`config.mk`:
```
export PLATFORM = sky130hd
export DESIGN_NAME = midrange_instruction_decoder
export DESIGN_NICKNAME = d
export VERILOG_FILES = /design/src/rtl/core/mrdec_pkg.sv /design/src/rtl/core/midrange_instruction_decoder.sv /design/src/rtl/core/mrdec_decode.sv
export SDC_FILE = /design/constraint.sdc
export NUM_CORES = 1
export LEC_CHECK = 0
export ABC_AREA = 1
export BUFFER_PORTS_ARGS = -buffer_cell sky130_fd_sc_hd__buf_2
export CAP_MARGIN = 15
export CELL_PAD_IN_SITES_DETAIL_PLACEMENT = 1
export CELL_PAD_IN_SITES_GLOBAL_PLACEMENT = 2
export CORE_MARGIN = 5
export CORE_UTILIZATION = 35
export DETAILED_ROUTE_END_ITERATION = 7
export PLACE_DENSITY = 0.9
export SLEW_MARGIN = 15
export SYNTH_ARGS = -nofsm -noshare
export SYNTH_HDL_FRONTEND = slang
export SYNTH_HIERARCHICAL = 1
export SYNTH_SLANG_ARGS = --single-unit
```
`constraint.sdc`:
```
create_clock -name clk -period 6 [get_ports clk]
set_clock_uncertainty 0.2 [all_clocks]
set_input_delay 1.2 -clock clk [delete_from_list [all_inputs] [get_ports clk]]
set_output_delay 1.2 -clock clk [all_outputs]
set_load 0.01 [all_outputs]
```
`src/rtl/core/mrdec_pkg.sv`:
```
// Package with the mnemonic codes, operand kinds and decode result type of the decoder.
`default_nettype none

package mrdec_pkg;

  localparam int unsigned InstrW = 14;
  localparam int unsigned BankW  = 9;
  localparam int unsigned MnW    = 6;
  localparam int unsigned KindW  = 3;
  localparam int unsigned FaW    = 9;
  localparam int unsigned BitW   = 3;
  localparam int unsigned LitW   = 11;

  // Mnemonic codes.
  localparam logic [MnW-1:0] MN_NOP          = 6'd0;
  localparam logic [MnW-1:0] MN_RESET        = 6'd1;
  localparam logic [MnW-1:0] MN_RETURN       = 6'd2;
  localparam logic [MnW-1:0] MN_RETFIE       = 6'd3;
  localparam logic [MnW-1:0] MN_CALLW        = 6'd4;
  localparam logic [MnW-1:0] MN_BRW          = 6'd5;
  localparam logic [MnW-1:0] MN_OPTION       = 6'd6;
  localparam logic [MnW-1:0] MN_SLEEP        = 6'd7;
  localparam logic [MnW-1:0] MN_CLRWDT       = 6'd8;
  localparam logic [MnW-1:0] MN_TRISA        = 6'd9;
  localparam logic [MnW-1:0] MN_TRISB        = 6'd10;
  localparam logic [MnW-1:0] MN_TRISC        = 6'd11;
  localparam logic [MnW-1:0] MN_MOVWF        = 6'd12;
  localparam logic [MnW-1:0] MN_CLRF         = 6'd13;
  localparam logic [MnW-1:0] MN_CLRW         = 6'd14;
  localparam logic [MnW-1:0] MN_BYTE_BASE    = 6'd13;
  localparam logic [MnW-1:0] MN_BYTE_UNKNOWN = 6'd29;
  localparam logic [MnW-1:0] MN_BIT_BASE     = 6'd26;
  localparam logic [MnW-1:0] MN_CALL         = 6'd34;
  localparam logic [MnW-1:0] MN_GOTO         = 6'd35;
  localparam logic [MnW-1:0] MN_MOVLW        = 6'd36;
  localparam logic [MnW-1:0] MN_RETLW        = 6'd37;
  localparam logic [MnW-1:0] MN_SUBLW        = 6'd38;
  localparam logic [MnW-1:0] MN_ADDLW        = 6'd39;
  localparam logic [MnW-1:0] MN_IORLW        = 6'd40;
  localparam logic [MnW-1:0] MN_ANDLW        = 6'd41;
  localparam logic [MnW-1:0] MN_XORLW        = 6'd42;
  localparam logic [MnW-1:0] MN_UNKNOWN      = 6'd43;

  // Operand kinds.
  localparam logic [KindW-1:0] KIND_NONE      = 3'd0;
  localparam logic [KindW-1:0] KIND_FILE      = 3'd1;
  localparam logic [KindW-1:0] KIND_FILE_DEST = 3'd2;
  localparam logic [KindW-1:0] KIND_FILE_BIT  = 3'd3;
  localparam logic [KindW-1:0] KIND_TARGET    = 3'd4;
  localparam logic [KindW-1:0] KIND_LITERAL   = 3'd5;

  typedef struct packed {
    logic [MnW-1:0]   mnemonic;
    logic [KindW-1:0] operand_kind;
    logic [FaW-1:0]   file_address;
    logic             dest_is_file;
    logic [BitW-1:0]  bit_number;
    logic [LitW-1:0]  literal_or_target;
  } dec_result_t;

endpackage

`default_nettype wire

```
`src/rtl/core/midrange_instruction_decoder.sv`:
```
// Top level of the midrange instruction decoder: input register, decode, result register.
`default_nettype none

// Channel  Direction  Handshake          Payload
// in_      input      in_valid/in_stall  instruction[13:0], bank_base[8:0]
// out_     output     out_valid/out_stall mnemonic, operand_kind, file_address,
//                                        dest_is_file, bit_number, literal_or_target
//
// Each word is held in the input register, decoded combinationally, and then held in the
// result register, which drives the outputs. One word is accepted every cycle while the
// result side does not stall. Reset (synchronous, rst_n low) clears both valid flags;
// the payload registers are not reset. A stall on the result side holds the result
// register and backs up into the input register, which keeps taking words until it is
// full as well.

module midrange_instruction_decoder
  import mrdec_pkg::*;
(
  input  wire logic              clk,
  input  wire logic              rst_n,

  input  wire logic              in_valid,
  output      logic              in_stall,
  input  wire logic [InstrW-1:0] in_instruction,
  input  wire logic [BankW-1:0]  in_bank_base,

  output      logic              out_valid,
  input  wire logic              out_stall,
  output      logic [MnW-1:0]    out_mnemonic,
  output      logic [KindW-1:0]  out_operand_kind,
  output      logic [FaW-1:0]    out_file_address,
  output      logic              out_dest_is_file,
  output      logic [BitW-1:0]   out_bit_number,
  output      logic [LitW-1:0]   out_literal_or_target
);

  // Input register stage.
  logic              s1_valid_r;
  logic [InstrW-1:0] s1_instr_r;
  logic [BankW-1:0]  s1_bank_r;

  // Result register stage.
  logic              out_valid_r;
  dec_result_t       out_res_r;
  dec_result_t       dec_res;

  logic out_en;
  logic s1_en;

  // The result register loads when it is empty or its word is being taken.
  // The input register loads when it is empty or its word moves on.
  assign out_en   = !out_valid_r || !out_stall;
  assign s1_en    = !s1_valid_r || out_en;
  assign in_stall = !s1_en;

  mrdec_decode u_decode (
    .instruction (s1_instr_r),
    .bank_base   (s1_bank_r),
    .result      (dec_res)
  );

  always_ff @(posedge clk) begin
    if (!rst_n) begin
      s1_valid_r  <= 1'b0;
      out_valid_r <= 1'b0;
    end else begin
      if (s1_en) begin
        s1_valid_r <= in_valid;
      end
      if (out_en) begin
        out_valid_r <= s1_valid_r;
      end
    end
  end

  // Payload registers follow the same enables and need no reset.
  always_ff @(posedge clk) begin
    if (s1_en && in_valid) begin
      s1_instr_r <= in_instruction;
      s1_bank_r  <= in_bank_base;
    end
    if (out_en && s1_valid_r) begin
      out_res_r <= dec_res;
    end
  end

  assign out_valid             = out_valid_r;
  assign out_mnemonic          = out_res_r.mnemonic;
  assign out_operand_kind      = out_res_r.operand_kind;
  assign out_file_address      = out_res_r.file_address;
  assign out_dest_is_file      = out_res_r.dest_is_file;
  assign out_bit_number        = out_res_r.bit_number;
  assign out_literal_or_target = out_res_r.literal_or_target;

endmodule

`default_nettype wire

```
`src/rtl/core/mrdec_decode.sv`:
```
// Combinational decode of one 14-bit instruction word into mnemonic and operand fields.
`default_nettype none

module mrdec_decode
  import mrdec_pkg::*;
(
  input  wire logic [InstrW-1:0] instruction,
  input  wire logic [BankW-1:0]  bank_base,
  output dec_result_t            result
);

  localparam logic [InstrW-1:0] NOP_MASK = 14'h3F9F;
  localparam logic [InstrW-1:0] W_RESET  = 14'h0001;
  localparam logic [InstrW-1:0] W_RETURN = 14'h0008;
  localparam logic [InstrW-1:0] W_RETFIE = 14'h0009;
  localparam logic [InstrW-1:0] W_CALLW  = 14'h000A;
  localparam logic [InstrW-1:0] W_BRW    = 14'h000B;
  localparam logic [InstrW-1:0] W_OPTION = 14'h0062;
  localparam logic [InstrW-1:0] W_SLEEP  = 14'h0063;
  localparam logic [InstrW-1:0] W_CLRWDT = 14'h0064;
  localparam logic [InstrW-1:0] W_TRISA  = 14'h0065;
  localparam logic [InstrW-1:0] W_TRISB  = 14'h0066;
  localparam logic [InstrW-1:0] W_TRISC  = 14'h0067;

  localparam logic [1:0] GRP_BYTE = 2'd0;
  localparam logic [1:0] GRP_BIT  = 2'd1;
  localparam logic [1:0] GRP_JUMP = 2'd2;

  logic [FaW-1:0] faddr;
  logic [3:0]     byte_op;
  logic           d7;

  assign faddr   = bank_base + {2'b00, instruction[6:0]};
  assign byte_op = instruction[11:8];
  assign d7      = instruction[7];

  always_comb begin
    result = '0;
    result.mnemonic = MN_UNKNOWN;
    if ((instruction & NOP_MASK) == '0) begin
      result.mnemonic = MN_NOP;
    end else if (instruction == W_RESET) begin
      result.mnemonic = MN_RESET;
    end else if (instruction == W_RETURN) begin
      result.mnemonic = MN_RETURN;
    end else if (instruction == W_RETFIE) begin
      result.mnemonic = MN_RETFIE;
    end else if (instruction == W_CALLW) begin
      result.mnemonic = MN_CALLW;
    end else if (instruction == W_BRW) begin
      result.mnemonic = MN_BRW;
    end else if (instruction == W_OPTION) begin
      result.mnemonic = MN_OPTION;
    end else if (instruction == W_SLEEP) begin
      result.mnemonic = MN_SLEEP;
    end else if (instruction == W_CLRWDT) begin
      result.mnemonic = MN_CLRWDT;
    end else if (instruction == W_TRISA) begin
      result.mnemonic = MN_TRISA;
    end else if (instruction == W_TRISB) begin
      result.mnemonic = MN_TRISB;
    end else if (instruction == W_TRISC) begin
      result.mnemonic = MN_TRISC;
    end else if (instruction[13:12] == GRP_BYTE) begin
      if (byte_op == 4'd0 && d7) begin
        result.mnemonic     = MN_MOVWF;
        result.operand_kind = KIND_FILE;
        result.file_address = faddr;
      end else if (byte_op == 4'd1) begin
        if (d7) begin
          result.mnemonic     = MN_CLRF;
          result.operand_kind = KIND_FILE;
          result.file_address = faddr;
        end else begin
          result.mnemonic = MN_CLRW;
        end
      end else begin
        // Opcode zero without the destination bit has no mnemonic of its own.
        result.mnemonic     = (byte_op == 4'd0) ? MN_BYTE_UNKNOWN
                                                : MN_BYTE_BASE + {2'b00, byte_op};
        result.operand_kind = KIND_FILE_DEST;
        result.file_address = faddr;
        result.dest_is_file = d7;
      end
    end else if (instruction[13:12] == GRP_BIT) begin
      result.mnemonic     = MN_BIT_BASE + {2'b00, instruction[13:10]};
      result.operand_kind = KIND_FILE_BIT;
      result.file_address = faddr;
      result.bit_number   = instruction[9:7];
    end else if (instruction[13:12] == GRP_JUMP) begin
      result.mnemonic          = instruction[11] ? MN_GOTO : MN_CALL;
      result.operand_kind      = KIND_TARGET;
      result.literal_or_target = instruction[10:0];
    end else begin
      result.operand_kind      = KIND_LITERAL;
      result.literal_or_target = {3'b000, instruction[7:0]};
      case (instruction[11:8])
        4'h0, 4'h1, 4'h2, 4'h3: result.mnemonic = MN_MOVLW;
        4'h4, 4'h5, 4'h6, 4'h7: result.mnemonic = MN_RETLW;
        4'hC, 4'hD:             result.mnemonic = MN_SUBLW;
        4'hE, 4'hF:             result.mnemonic = MN_ADDLW;
        4'h8:                   result.mnemonic = MN_IORLW;
        4'h9:                   result.mnemonic = MN_ANDLW;
        4'hA:                   result.mnemonic = MN_XORLW;
        default: begin
          result.mnemonic          = MN_UNKNOWN;
          result.operand_kind      = KIND_NONE;
          result.literal_or_target = '0;
        end
      endcase
    end
  end

endmodule

`default_nettype wire
```
==> impl_metrics.yaml, run 1 <==
status:
  status: "finished clean"
die:
  ios: 62
  dieHeight_microns: 103
  rows: 33
  coreArea_sq_mm: 0.00830
  dieArea_sq_mm: 0.0106
  start_util_pct: 36.3
  die_w_microns: 103
timing:
  fin_crit_sh_pct: 50.7
  tns_ps: 0
  relSlewSlack_pct: 29.2
  rsz0062_at_grt: "false"
  setup_viol: 0
  final.setup.worst_slack_ps: 2960
  slew_violations: 0
  min_period_ps: 3040
  tightest_slew_ps: 1060
  fmax_mhz: 328
  hold_viol_final: 0
worst_setup_path:
  path_max_fanout: 3
  start_kind: "input port"
  critical_path_class: "input port to output port"
  crit_arrival_ps: 1640
  cp.required_ps: 4600
  cp-end-kind: "output port"
clock_tree:
  cts_tree: "done"
  clkTransAtPathRegs_ps: 60
  cts.sinks: 58
  cts_max_level: 3
  ctsResizeCount: 0
  clk_latency_ps: 340
  cts_max_path_buffers: 2
  cts_hold_buf: 0
  numCtsBuffers: 9
  post_cts_buffers: 0
  root_buffer: "clkbuf_8"
drt:
  drc_errors: 0
  avgViaCountPerCell: 4.92
  drtIter0Drc: 112
  vias: 2296
  routedWlPerCell_microns: 15.0
  first_pass_iters: 4
  routed_wl_microns: 7010
  ant_nets: 0
yosys:
  syn_avg_cell_area_sq_um: 10.5
  yosysSeqAreaShare_pct: 57.2
  yosys.cell_types.count: 37
  synth_top_area_share_pct: 55.9
  synth_cells: 288
  synth_area_leader_cell: "edfxtp_1"
  ys_seq_elements: 58
  syn-num-nets: 329
  yosysWarnings: 6
  synthTopCellsByArea: "edfxtp_1 56%, nand2_1 5.7%, nor2_1 5.6%"
  syn_area_sq_mm: 0.00301
finish:
  n_fill_cell: 971
  area_delta_synth_final_pct: 20.6
  multi_input_area_sq_mm: 0.00111
  nets: 398
  post-route-util_pct: 43.8
  seqCellArea_sq_mm: 0.00172
  antennaDiodeCount: 0
  drive_above_1_share_pct: 27.9
power_and_ir_drop:
  power_density_mw_per_mm2: 274
  peakVddDrop_mv: 0.103
  p_leak_nw: 1.60
grt:
  antenna_found_initial: 0
  grt_max_degree: 34
  use_met1_pct: 17.8
  grt-busiest-layer: "met2"
  grt_use_met3_pct: 3.52
  grt_pass1_vias: 2399
  grt_pass1_wl_microns: 11400
  grt_usage_pct: 14.2
  grt-ovfl-total: 0
  grt_use_met2_pct: 22.9
worst_hold_path:
  hp-class: "flop to flop"
placement:
  gp_congestion: 0.866
  place_ws_ps: 2950
  dpl.hpwl_microns: 5280
  portBuffers: 61
flow_run:
  maxCapViolations: 0
-- critical path, stage by stage --
cell	delay [ps]
buf_2	130
nand3_2	110
inv_1	80
buf_2	120
-- power by group --
group | internal (mW) | switching, mW | leakage [nW] | total, mW
clock network | 0.231 | 0.157 | 0.105 | 0.388
registers | 0.473 | 0.0146 | 0.560 | 0.487
logic | 0.0440 | 0.0764 | 0.930 | 0.120
total | 0.748 | 0.248 | 1.60 | 0.996
-- placed cells by master, fill, tap and decap left out, drive strengths merged --
master,n
buf,61
edfxtp,56
nand2,50
nor2,49
inv,41
a21oi,18
nand3,17
ha,13
clkbuf,10
o21ai,8
nand4,6
nor3,6
a31oi,4
o211ai,4
clkinv,4
bufinv,2
dfxtp,2
nor4,2
xor2,2
nor3b,2
a41oi,1
o31ai,1
o221ai,1
xnor2,1
fa,1
-- stage by stage --
step,area (sq um),power (mW),std cells,hold WS (ps)
6_report,3630,0.996,467,314
5_1_grt,3630,1.04,467,334
4_1_cts,3630,1.01,467,323
3_5_place_dp,3420,0.618,451,314
3_3_place_gp,3420,0.613,451,288
2_1_floorplan,3010,0.573,288,261
-- layer usage --
layer  share of wire [%]  vias up
li1                    -     1131
met5                   0        -
met3                 6.6       11
met1                  44     1082
met2                  47       72
met4                 2.3        0
-- state kept, by name, summed over array words and instances, names as in the netlist --
name,cells
s1_valid_r,1
out_valid,1
out_literal_or_target,11
out_bit_number,3
s1_bank_r,9
out_dest_is_file,1
out_mnemonic,6
out_operand_kind,3
s1_instr_r,14
out_file_address,9
-- final timing paths --
kind / cells past startpoint / endpoint / slack [ps] / from
max: 4 / in_stall / 2960 / out_stall
min: 2 / s1_valid_r / 310 / s1_valid_r
max reg2reg: 12 / out_file_address[8] / 3250 / s1_instr_r[1]
min reg2reg: 2 / s1_valid_r / 310 / s1_valid_r
-- synth_stat cells (all sizes together) --
cell / instances
nor4: 2
ha: 13
o31ai: 1
nor3: 6
xnor2: 1
nor2: 49
o221ai: 1
nand3: 17
o21ai: 8
a31oi: 4
clkbuf: 1
inv: 41
nand4: 6
nor3b: 2
dfxtp: 2
a41oi: 1
fa: 1
edfxtp: 56
o211ai: 4
nand2: 50
a21oi: 18
buf: 2
xor2: 2
-- final cells by class --
class	instances	area share [%]
inverter	41	4.31
clock inverter	6	2.24
tap	105	3.62
timing repair buffer	61	8.41
multi-input combinational	186	30.5
clock buffer	10	3.51
sequential	58	47.4
-- kinds of logic after synthesis --
group / Yosys count / synth area share, %
AO/OA/AOI/OAI: 37 / 7.61
XOR/XNOR: 3 / 0.873
adder cells (fa/ha/maj): 14 / 6.07
buffers and inverters: 44 / 6.40
flip-flops: 58 / 57.2
AND/OR/NAND/NOR: 132 / 21.9
(Power assumes the default switching activity.)
==> run 2: changes to the inputs <==
--- a/config.mk
+++ b/config.mk
@@ -5,7 +5,7 @@
 export SDC_FILE = /design/constraint.sdc
 export NUM_CORES = 1
 export LEC_CHECK = 0
-export ABC_AREA = 1
+export ABC_AREA = 0
 export BUFFER_PORTS_ARGS = -buffer_cell sky130_fd_sc_hd__buf_2
 export CAP_MARGIN = 15
 export CELL_PAD_IN_SITES_DETAIL_PLACEMENT = 1
@@ -13,7 +13,7 @@
 export CORE_MARGIN = 5
 export CORE_UTILIZATION = 35
 export DETAILED_ROUTE_END_ITERATION = 7
-export PLACE_DENSITY = 0.9
+export PLACE_DENSITY = 0.87
 export SLEW_MARGIN = 15
 export SYNTH_ARGS = -nofsm -noshare
 export SYNTH_HDL_FRONTEND = slang
==> constraint.sdc (replaced) <==
create_clock -name clk -period 3 [get_ports clk]
set_clock_uncertainty 0.2 [all_clocks]
set_input_delay 0.6 -clock clk [delete_from_list [all_inputs] [get_ports clk]]
set_output_delay 0.6 -clock clk [all_outputs]
set_load 0.01 [all_outputs]
==> run 2 against run 1 <==
Worst setup slack lost 2400 ps; clock-buffer cell count is the same; global-route usage grew 0.34 points; area after synthesis shrank 4.8%; critical endpoint is now out_file_address[8]; via count shrank 10%; final cell count shrank 15%; clock power grew 47%; critical path type is now flop to flop; total power grew 79%; sequential share of layout area grew 2.5 points; synthesized cell count shrank 23%.
==> impl_metrics.yaml, run 2 <==
status:
  status: "finished clean"
worst_hold_path:
  hp-class: "input port to flop"
  hold_start: "in_instruction[5]"
  hold_end: "s1_instr_r[5]"
  min_path_cells: 1
yosys:
  synthTopCellsByCount: "56 x edfxtp_1, 17 x nor2_1, 13 x ha_1, 13 x inv_1, 12 x nor3_1"
  syn-num-nets: 263
  synth_top_area_share_pct: 58.7
  ys_seq_elements: 58
  synth_edf_count: 56
  synthTopCellsByArea: "edfxtp_1 59%, ha_1 5.7%, nor2_1 2.2%"
  syn_area_sq_mm: 0.00287
  ys.flop_type: "edfxtp_1"
  synth_area_leader_cell: "edfxtp_1"
  yosys.cell_types.count: 50
  yosysMostFrequentCell: "edfxtp_1"
  yosysWarnings: 6
  syn_avg_cell_area_sq_um: 12.9
  yosysSeqAreaShare_pct: 60.1
  synth_cells: 222
  synth-async-reset-ratio_pct: 0
timing:
  final.setup.worst_slack_ps: 602
  slew_violations: 0
  fmax_mhz: 417
  relSlewSlack_pct: 61.4
  rsz0062_at_grt: "false"
  tns_ps: 0
  fin_crit_sh_pct: 79.9
  holdWs_ps: 242
  hold_viol_final: 0
  min_period_ps: 2400
  tightest_slew_ps: 580
  setup_viol: 0
power_and_ir_drop:
  combPwrFrac_pct: 12.7
  seqPwrFrac_pct: 55.3
  switching_power_mw: 0.457
  power_density_mw_per_mm2: 518
  cellInternalPower_mw: 1.33
  peakVddDrop_mv: 0.205
  switching_share_pct: 25.6
  clkPwrFrac_pct: 32.0
  total_power_mw: 1.78
  p_leak_nw: 1.33
drt:
  routed_wl_microns: 6830
  routedWlPerCell_microns: 17.2
  ant_nets: 0
  vias: 2059
  first_pass_iters: 4
  avgViaCountPerCell: 5.17
  drc_errors: 0
  drtIter0Drc: 76
placement:
  placed_cell_area_sq_mm: 0.00330
  dpl.hpwl_microns: 4970
  place_ws_ps: 592
  gp_congestion: 0.809
  dp_cells: 383
  portBuffers: 61
worst_setup_path:
  path_max_fanout: 8
  path_delay_family: "compound AO/OA/AOI/OAI gates"
  critical_path_class: "flop to flop"
  reg2reg_depth: 7
  cp.required_ps: 2950
  r2r_slack_ps: 600
  regToRegStartpoint: "s1_instr_r[1]"
  start_kind: "flop"
  crit_arrival_ps: 2350
  critPathMaxStageDelay_ps: 550
  crit_slowest_cell: "edfxtp_1"
  cp-end-kind: "flop"
  r2r_end: "out_file_address[8]"
  path_cells: "inv_1, fa_1, nor2b_1, o2111ai_1, o211ai_1, nor2_1, a211oi_1"
  path_buf_inv: 1
grt:
  grt_pass1_vias: 2128
  antenna_found_initial: 0
  grt_pass1_wl_microns: 11000
  grt-ovfl-total: 0
  grt_max_degree: 34
  grt_usage_pct: 14.5
finish:
  n_fill_cell: 908
  post-route-util_pct: 42.6
  nets: 330
  most-common-layout-cells: "61 x buf_2, 56 x edfxtp_1, 17 x nor2_1"
  top_register: "s1_instr_r"
  area_delta_synth_final_pct: 20.3
  layout_commonest_cell: "buf_2"
  final_cells: 398
  antennaDiodeCount: 0
  drive_above_1_share_pct: 29.7
  fin_area_sq_mm: 0.00345
  largest_register_ffs: 14
clock_tree:
  cts_max_level: 3
  cts_hold_buf: 0
  numCtsBuffers: 9
  cts_max_path_buffers: 2
  cts_tree: "done"
  clkTransAtPathRegs_ps: 60
  clk_latency_ps: 330
  ctsResizeCount: 0
  cts.sinks: 58
  root_buffer: "clkbuf_8"
  post_cts_buffers: 0
flow_run:
  maxCapViolations: 0
die:
  start_util_pct: 35.4
  coreArea_sq_mm: 0.00809
  rows: 33
  dieArea_sq_mm: 0.0101
  die_w_microns: 100
  ios: 62
  dieHeight_microns: 100
==> run 2: area by class of cell <==
class	count	area [sq um]	area share (%)
Multi-Input combinational cell	143	1070	31.1
Tap cell	105	131	3.81
Sequential cell	58	1720	49.9
Inverter	14	52.6	1.52
Timing Repair Buffer	63	320	9.29
Clock inverter	5	22.5	0.653
Clock buffer	10	128	3.70
==> run 2: kinds of logic (layout without fill, tap and decap cells) <==
kind of cell / after synthesis / in the layout / share of synthesized area [%]
AOI/OAI and AO/OA: 51 / 51 / 13.1
adders and majority gates: 14 / 14 / 6.38
and+or+nand+nor: 68 / 68 / 14.2
xor gates and xnor gates: 7 / 7 / 2.14
muxes: 3 / 3 / 1.09
DFF: 58 / 58 / 60.1
buffers and inverters: 21 / 92 / 2.97
==> run 2: how the worst max path moves through the flow <==
stage	from	to	slack, ps	cells past startpoint
2_1_floorplan	out_stall	out_bit_number[0]	160	1
3_3_place_gp	s1_instr_r[1]	out_file_address[6]	710	7
3_5_place_dp	s1_instr_r[1]	out_file_address[8]	590	7
4_1_cts	s1_instr_r[1]	out_file_address[8]	570	7
5_1_grt	s1_instr_r[1]	out_file_address[8]	350	7
6_report	s1_instr_r[1]	out_file_address[8]	600	7
==> run 2: power by group through the flow <==
stage	sequential (mW)	combinational, mW	clock (mW)
floorplan	0.999	0.140	0
global placement	1.00	0.220	0
detailed placement	1.00	0.228	0
CTS	0.988	0.230	0.599
global route	0.993	0.252	0.636
finish	0.986	0.227	0.571
==> run 2: layer usage <==
layer  part of all wire, %  vias up  global-route usage, %
met5                     0        -                      0
met4                   2.8        0                   7.98
met3                   6.2       16                   3.67
met2                    48       79                   22.9
met1                    43      985                   18.2
li1                      -      979                      -
==> run 3: changes to the inputs <==
==> constraint.sdc (replaced) <==
create_clock -name clk -period 2.45 [get_ports clk]
set_clock_uncertainty 0.2 [all_clocks]
set_input_delay 0.49 -clock clk [delete_from_list [all_inputs] [get_ports clk]]
set_output_delay 0.49 -clock clk [all_outputs]
set_load 0.01 [all_outputs]
==> run 3 against run 2 <==
Register-to-register slack got worse by 440 ps; sequential power increased by 22%; largest power group unchanged; critical path depth unchanged; via count about the same.
==> impl_metrics.yaml, run 3 (synthesis gave the netlist of run 2 again) <==
finish:
  largest_register_ffs: 14
  top_register: "s1_instr_r"
  n_fill_cell: 898
  layout_commonest_cell: "buf_2"
  antennaDiodeCount: 0
  nets: 339
  area_delta_synth_final_pct: 23.8
  fin_area_sq_mm: 0.00355
  most-common-layout-cells: "61 x buf_2, 56 x edfxtp_1, 17 x nor2_1"
  drive_above_1_share_pct: 32.0
die:
  ios: 62
  coreArea_sq_mm: 0.00809
  dieArea_sq_mm: 0.0101
  die_w_microns: 100
  rows: 33
  start_util_pct: 35.4
  dieHeight_microns: 100
power_and_ir_drop:
  cellInternalPower_mw: 1.75
  combPwrFrac_pct: 12.8
  switching_power_mw: 0.555
  seqPwrFrac_pct: 51.8
  p_leak_nw: 1.39
  switching_share_pct: 24.0
  clkPwrFrac_pct: 35.5
  power_density_mw_per_mm2: 651
  peakVddDrop_mv: 0.267
timing:
  tns_ps: 0
  fmax_mhz: 436
  min_period_ps: 2290
  slew_violations: 0
  rsz0062_at_grt: "false"
  hold_viol_final: 0
  fin_crit_sh_pct: 93.6
  setup_viol: 0
  tightest_slew_ps: 504
  relSlewSlack_pct: 66.4
placement:
  gp_congestion: 0.850
  dpl.hpwl_microns: 4960
  portBuffers: 61
  placed_cell_area_sq_mm: 0.00337
worst_setup_path:
  r2r_end: "out_mnemonic[1]"
  reg2reg_depth: 7
  r2r_slack_ps: 160
  cp.required_ps: 2320
  path_max_fanout: 7
  regToRegStartpoint: "s1_instr_r[8]"
  critical_path_class: "flop to flop"
  crit_arrival_ps: 2160
  start_kind: "flop"
  cp-end-kind: "flop"
clock_tree:
  clk_latency_ps: 330
  post_cts_buffers: 0
  cts_max_level: 3
  root_buffer: "clkbuf_8"
  cts_tree: "done"
  numCtsBuffers: 9
  cts_max_path_buffers: 2
  clkTransAtPathRegs_ps: 60
  cts.sinks: 58
  cts_hold_buf: 0
drt:
  routed_wl_microns: 6550
  avgViaCountPerCell: 5.04
  drtIter0Drc: 96
  vias: 2058
  routedWlPerCell_microns: 16.1
  drc_errors: 0
  ant_nets: 0
  first_pass_iters: 4
grt:
  grt_pass1_vias: 2184
  grt_pass1_wl_microns: 10500
  grt_max_degree: 34
  grt-ovfl-total: 0
  grt_usage_pct: 13.6
  antenna_found_initial: 0
worst_hold_path:
  hold_end: "s1_instr_r[0]"
  hp-class: "input port to flop"
  min_path_cells: 1
  hold_start: "in_instruction[0]"
flow_run:
  maxCapViolations: 0
status:
  status: "finished clean"
==> run 3: per-layer routing <==
| layer | GRT usage [%] | vias to the layer above | part of all wire (%) | wire length, microns |
|---|---|---|---|---|
| met1 | 17.2 | 981 | 45 | 2930 |
| met3 | 3.18 | 15 | 5.3 | 346 |
| li1 | - | 995 | - | - |
| met4 | 6.74 | 0 | 2.4 | 155 |
| met2 | 21.8 | 67 | 48 | 3120 |
| met5 | 0 | - | 0 | 0 |
==> run 3: critical path, stage by stage, from the launching register on <==
cell      delay [ps]
edfxtp_1         440
inv_1            170
ha_1             320
nor2_1           120
o311a_1          300
a211oi_1         220
o311a_1          210
o31ai_1           60
==> run 3: timing repair <==
| action | 4_1_cts | 5_1_grt |
|---|---|---|
| hold endpoints to repair | 0 | 0 |
| gates resized for setup | 0 | 1 |
| endpoints found under the setup margin | 0 | 1 |
==> run 3: through the flow <==
| stage | util [%] | total power, mW | cells | worst slack [ps] | hold WS (ps) |
|---|---|---|---|---|---|
| after floorplan | - | 1.39 | 222 | 107 | 274 |
| after global placement | 41.6 | 1.50 | 392 | 220 | 294 |
| after detailed placement | 41.6 | 1.52 | 392 | 190 | 331 |
| after CTS | 43.8 | 2.34 | 408 | 162 | 118 |
| after global routing | 43.8 | 2.42 | 408 | 4.45 | 115 |
| final | 43.8 | 2.31 | 408 | 157 | 133 |
==> run 3: worst max path at each step <==
| stage | end | from |
|---|---|---|
| after floorplan | s1_bank_r[0] | out_stall |
| after global placement | out_mnemonic[1] | s1_instr_r[8] |
| after detailed placement | out_mnemonic[1] | s1_instr_r[8] |
| after CTS | out_mnemonic[1] | s1_instr_r[8] |
| after global routing | out_file_address[8] | s1_instr_r[0] |
| final | out_mnemonic[1] | s1_instr_r[8] |
==> run 3: area by class of cell <==
| type | instances | area [sq um] | share of cell area (%) |
|---|---|---|---|
| flip-flops and latches | 58 | 1720 | 48.5 |
| multi-input cells | 143 | 1070 | 30.3 |
| repair buffers | 72 | 388 | 10.9 |
| clock buffers | 13 | 139 | 3.92 |
| well taps | 105 | 131 | 3.70 |
| inverters | 14 | 52.6 | 1.48 |
| clock inverters | 3 | 40.0 | 1.13 |
==> run 3: power by group through the flow <==
stage	sequential, mW	combinational [mW]	clock [mW]
floorplan	1.22	0.171	0
global placement	1.21	0.289	0
detailed placement	1.22	0.298	0
CTS	1.20	0.299	0.843
global route	1.20	0.330	0.887
finish	1.20	0.295	0.819
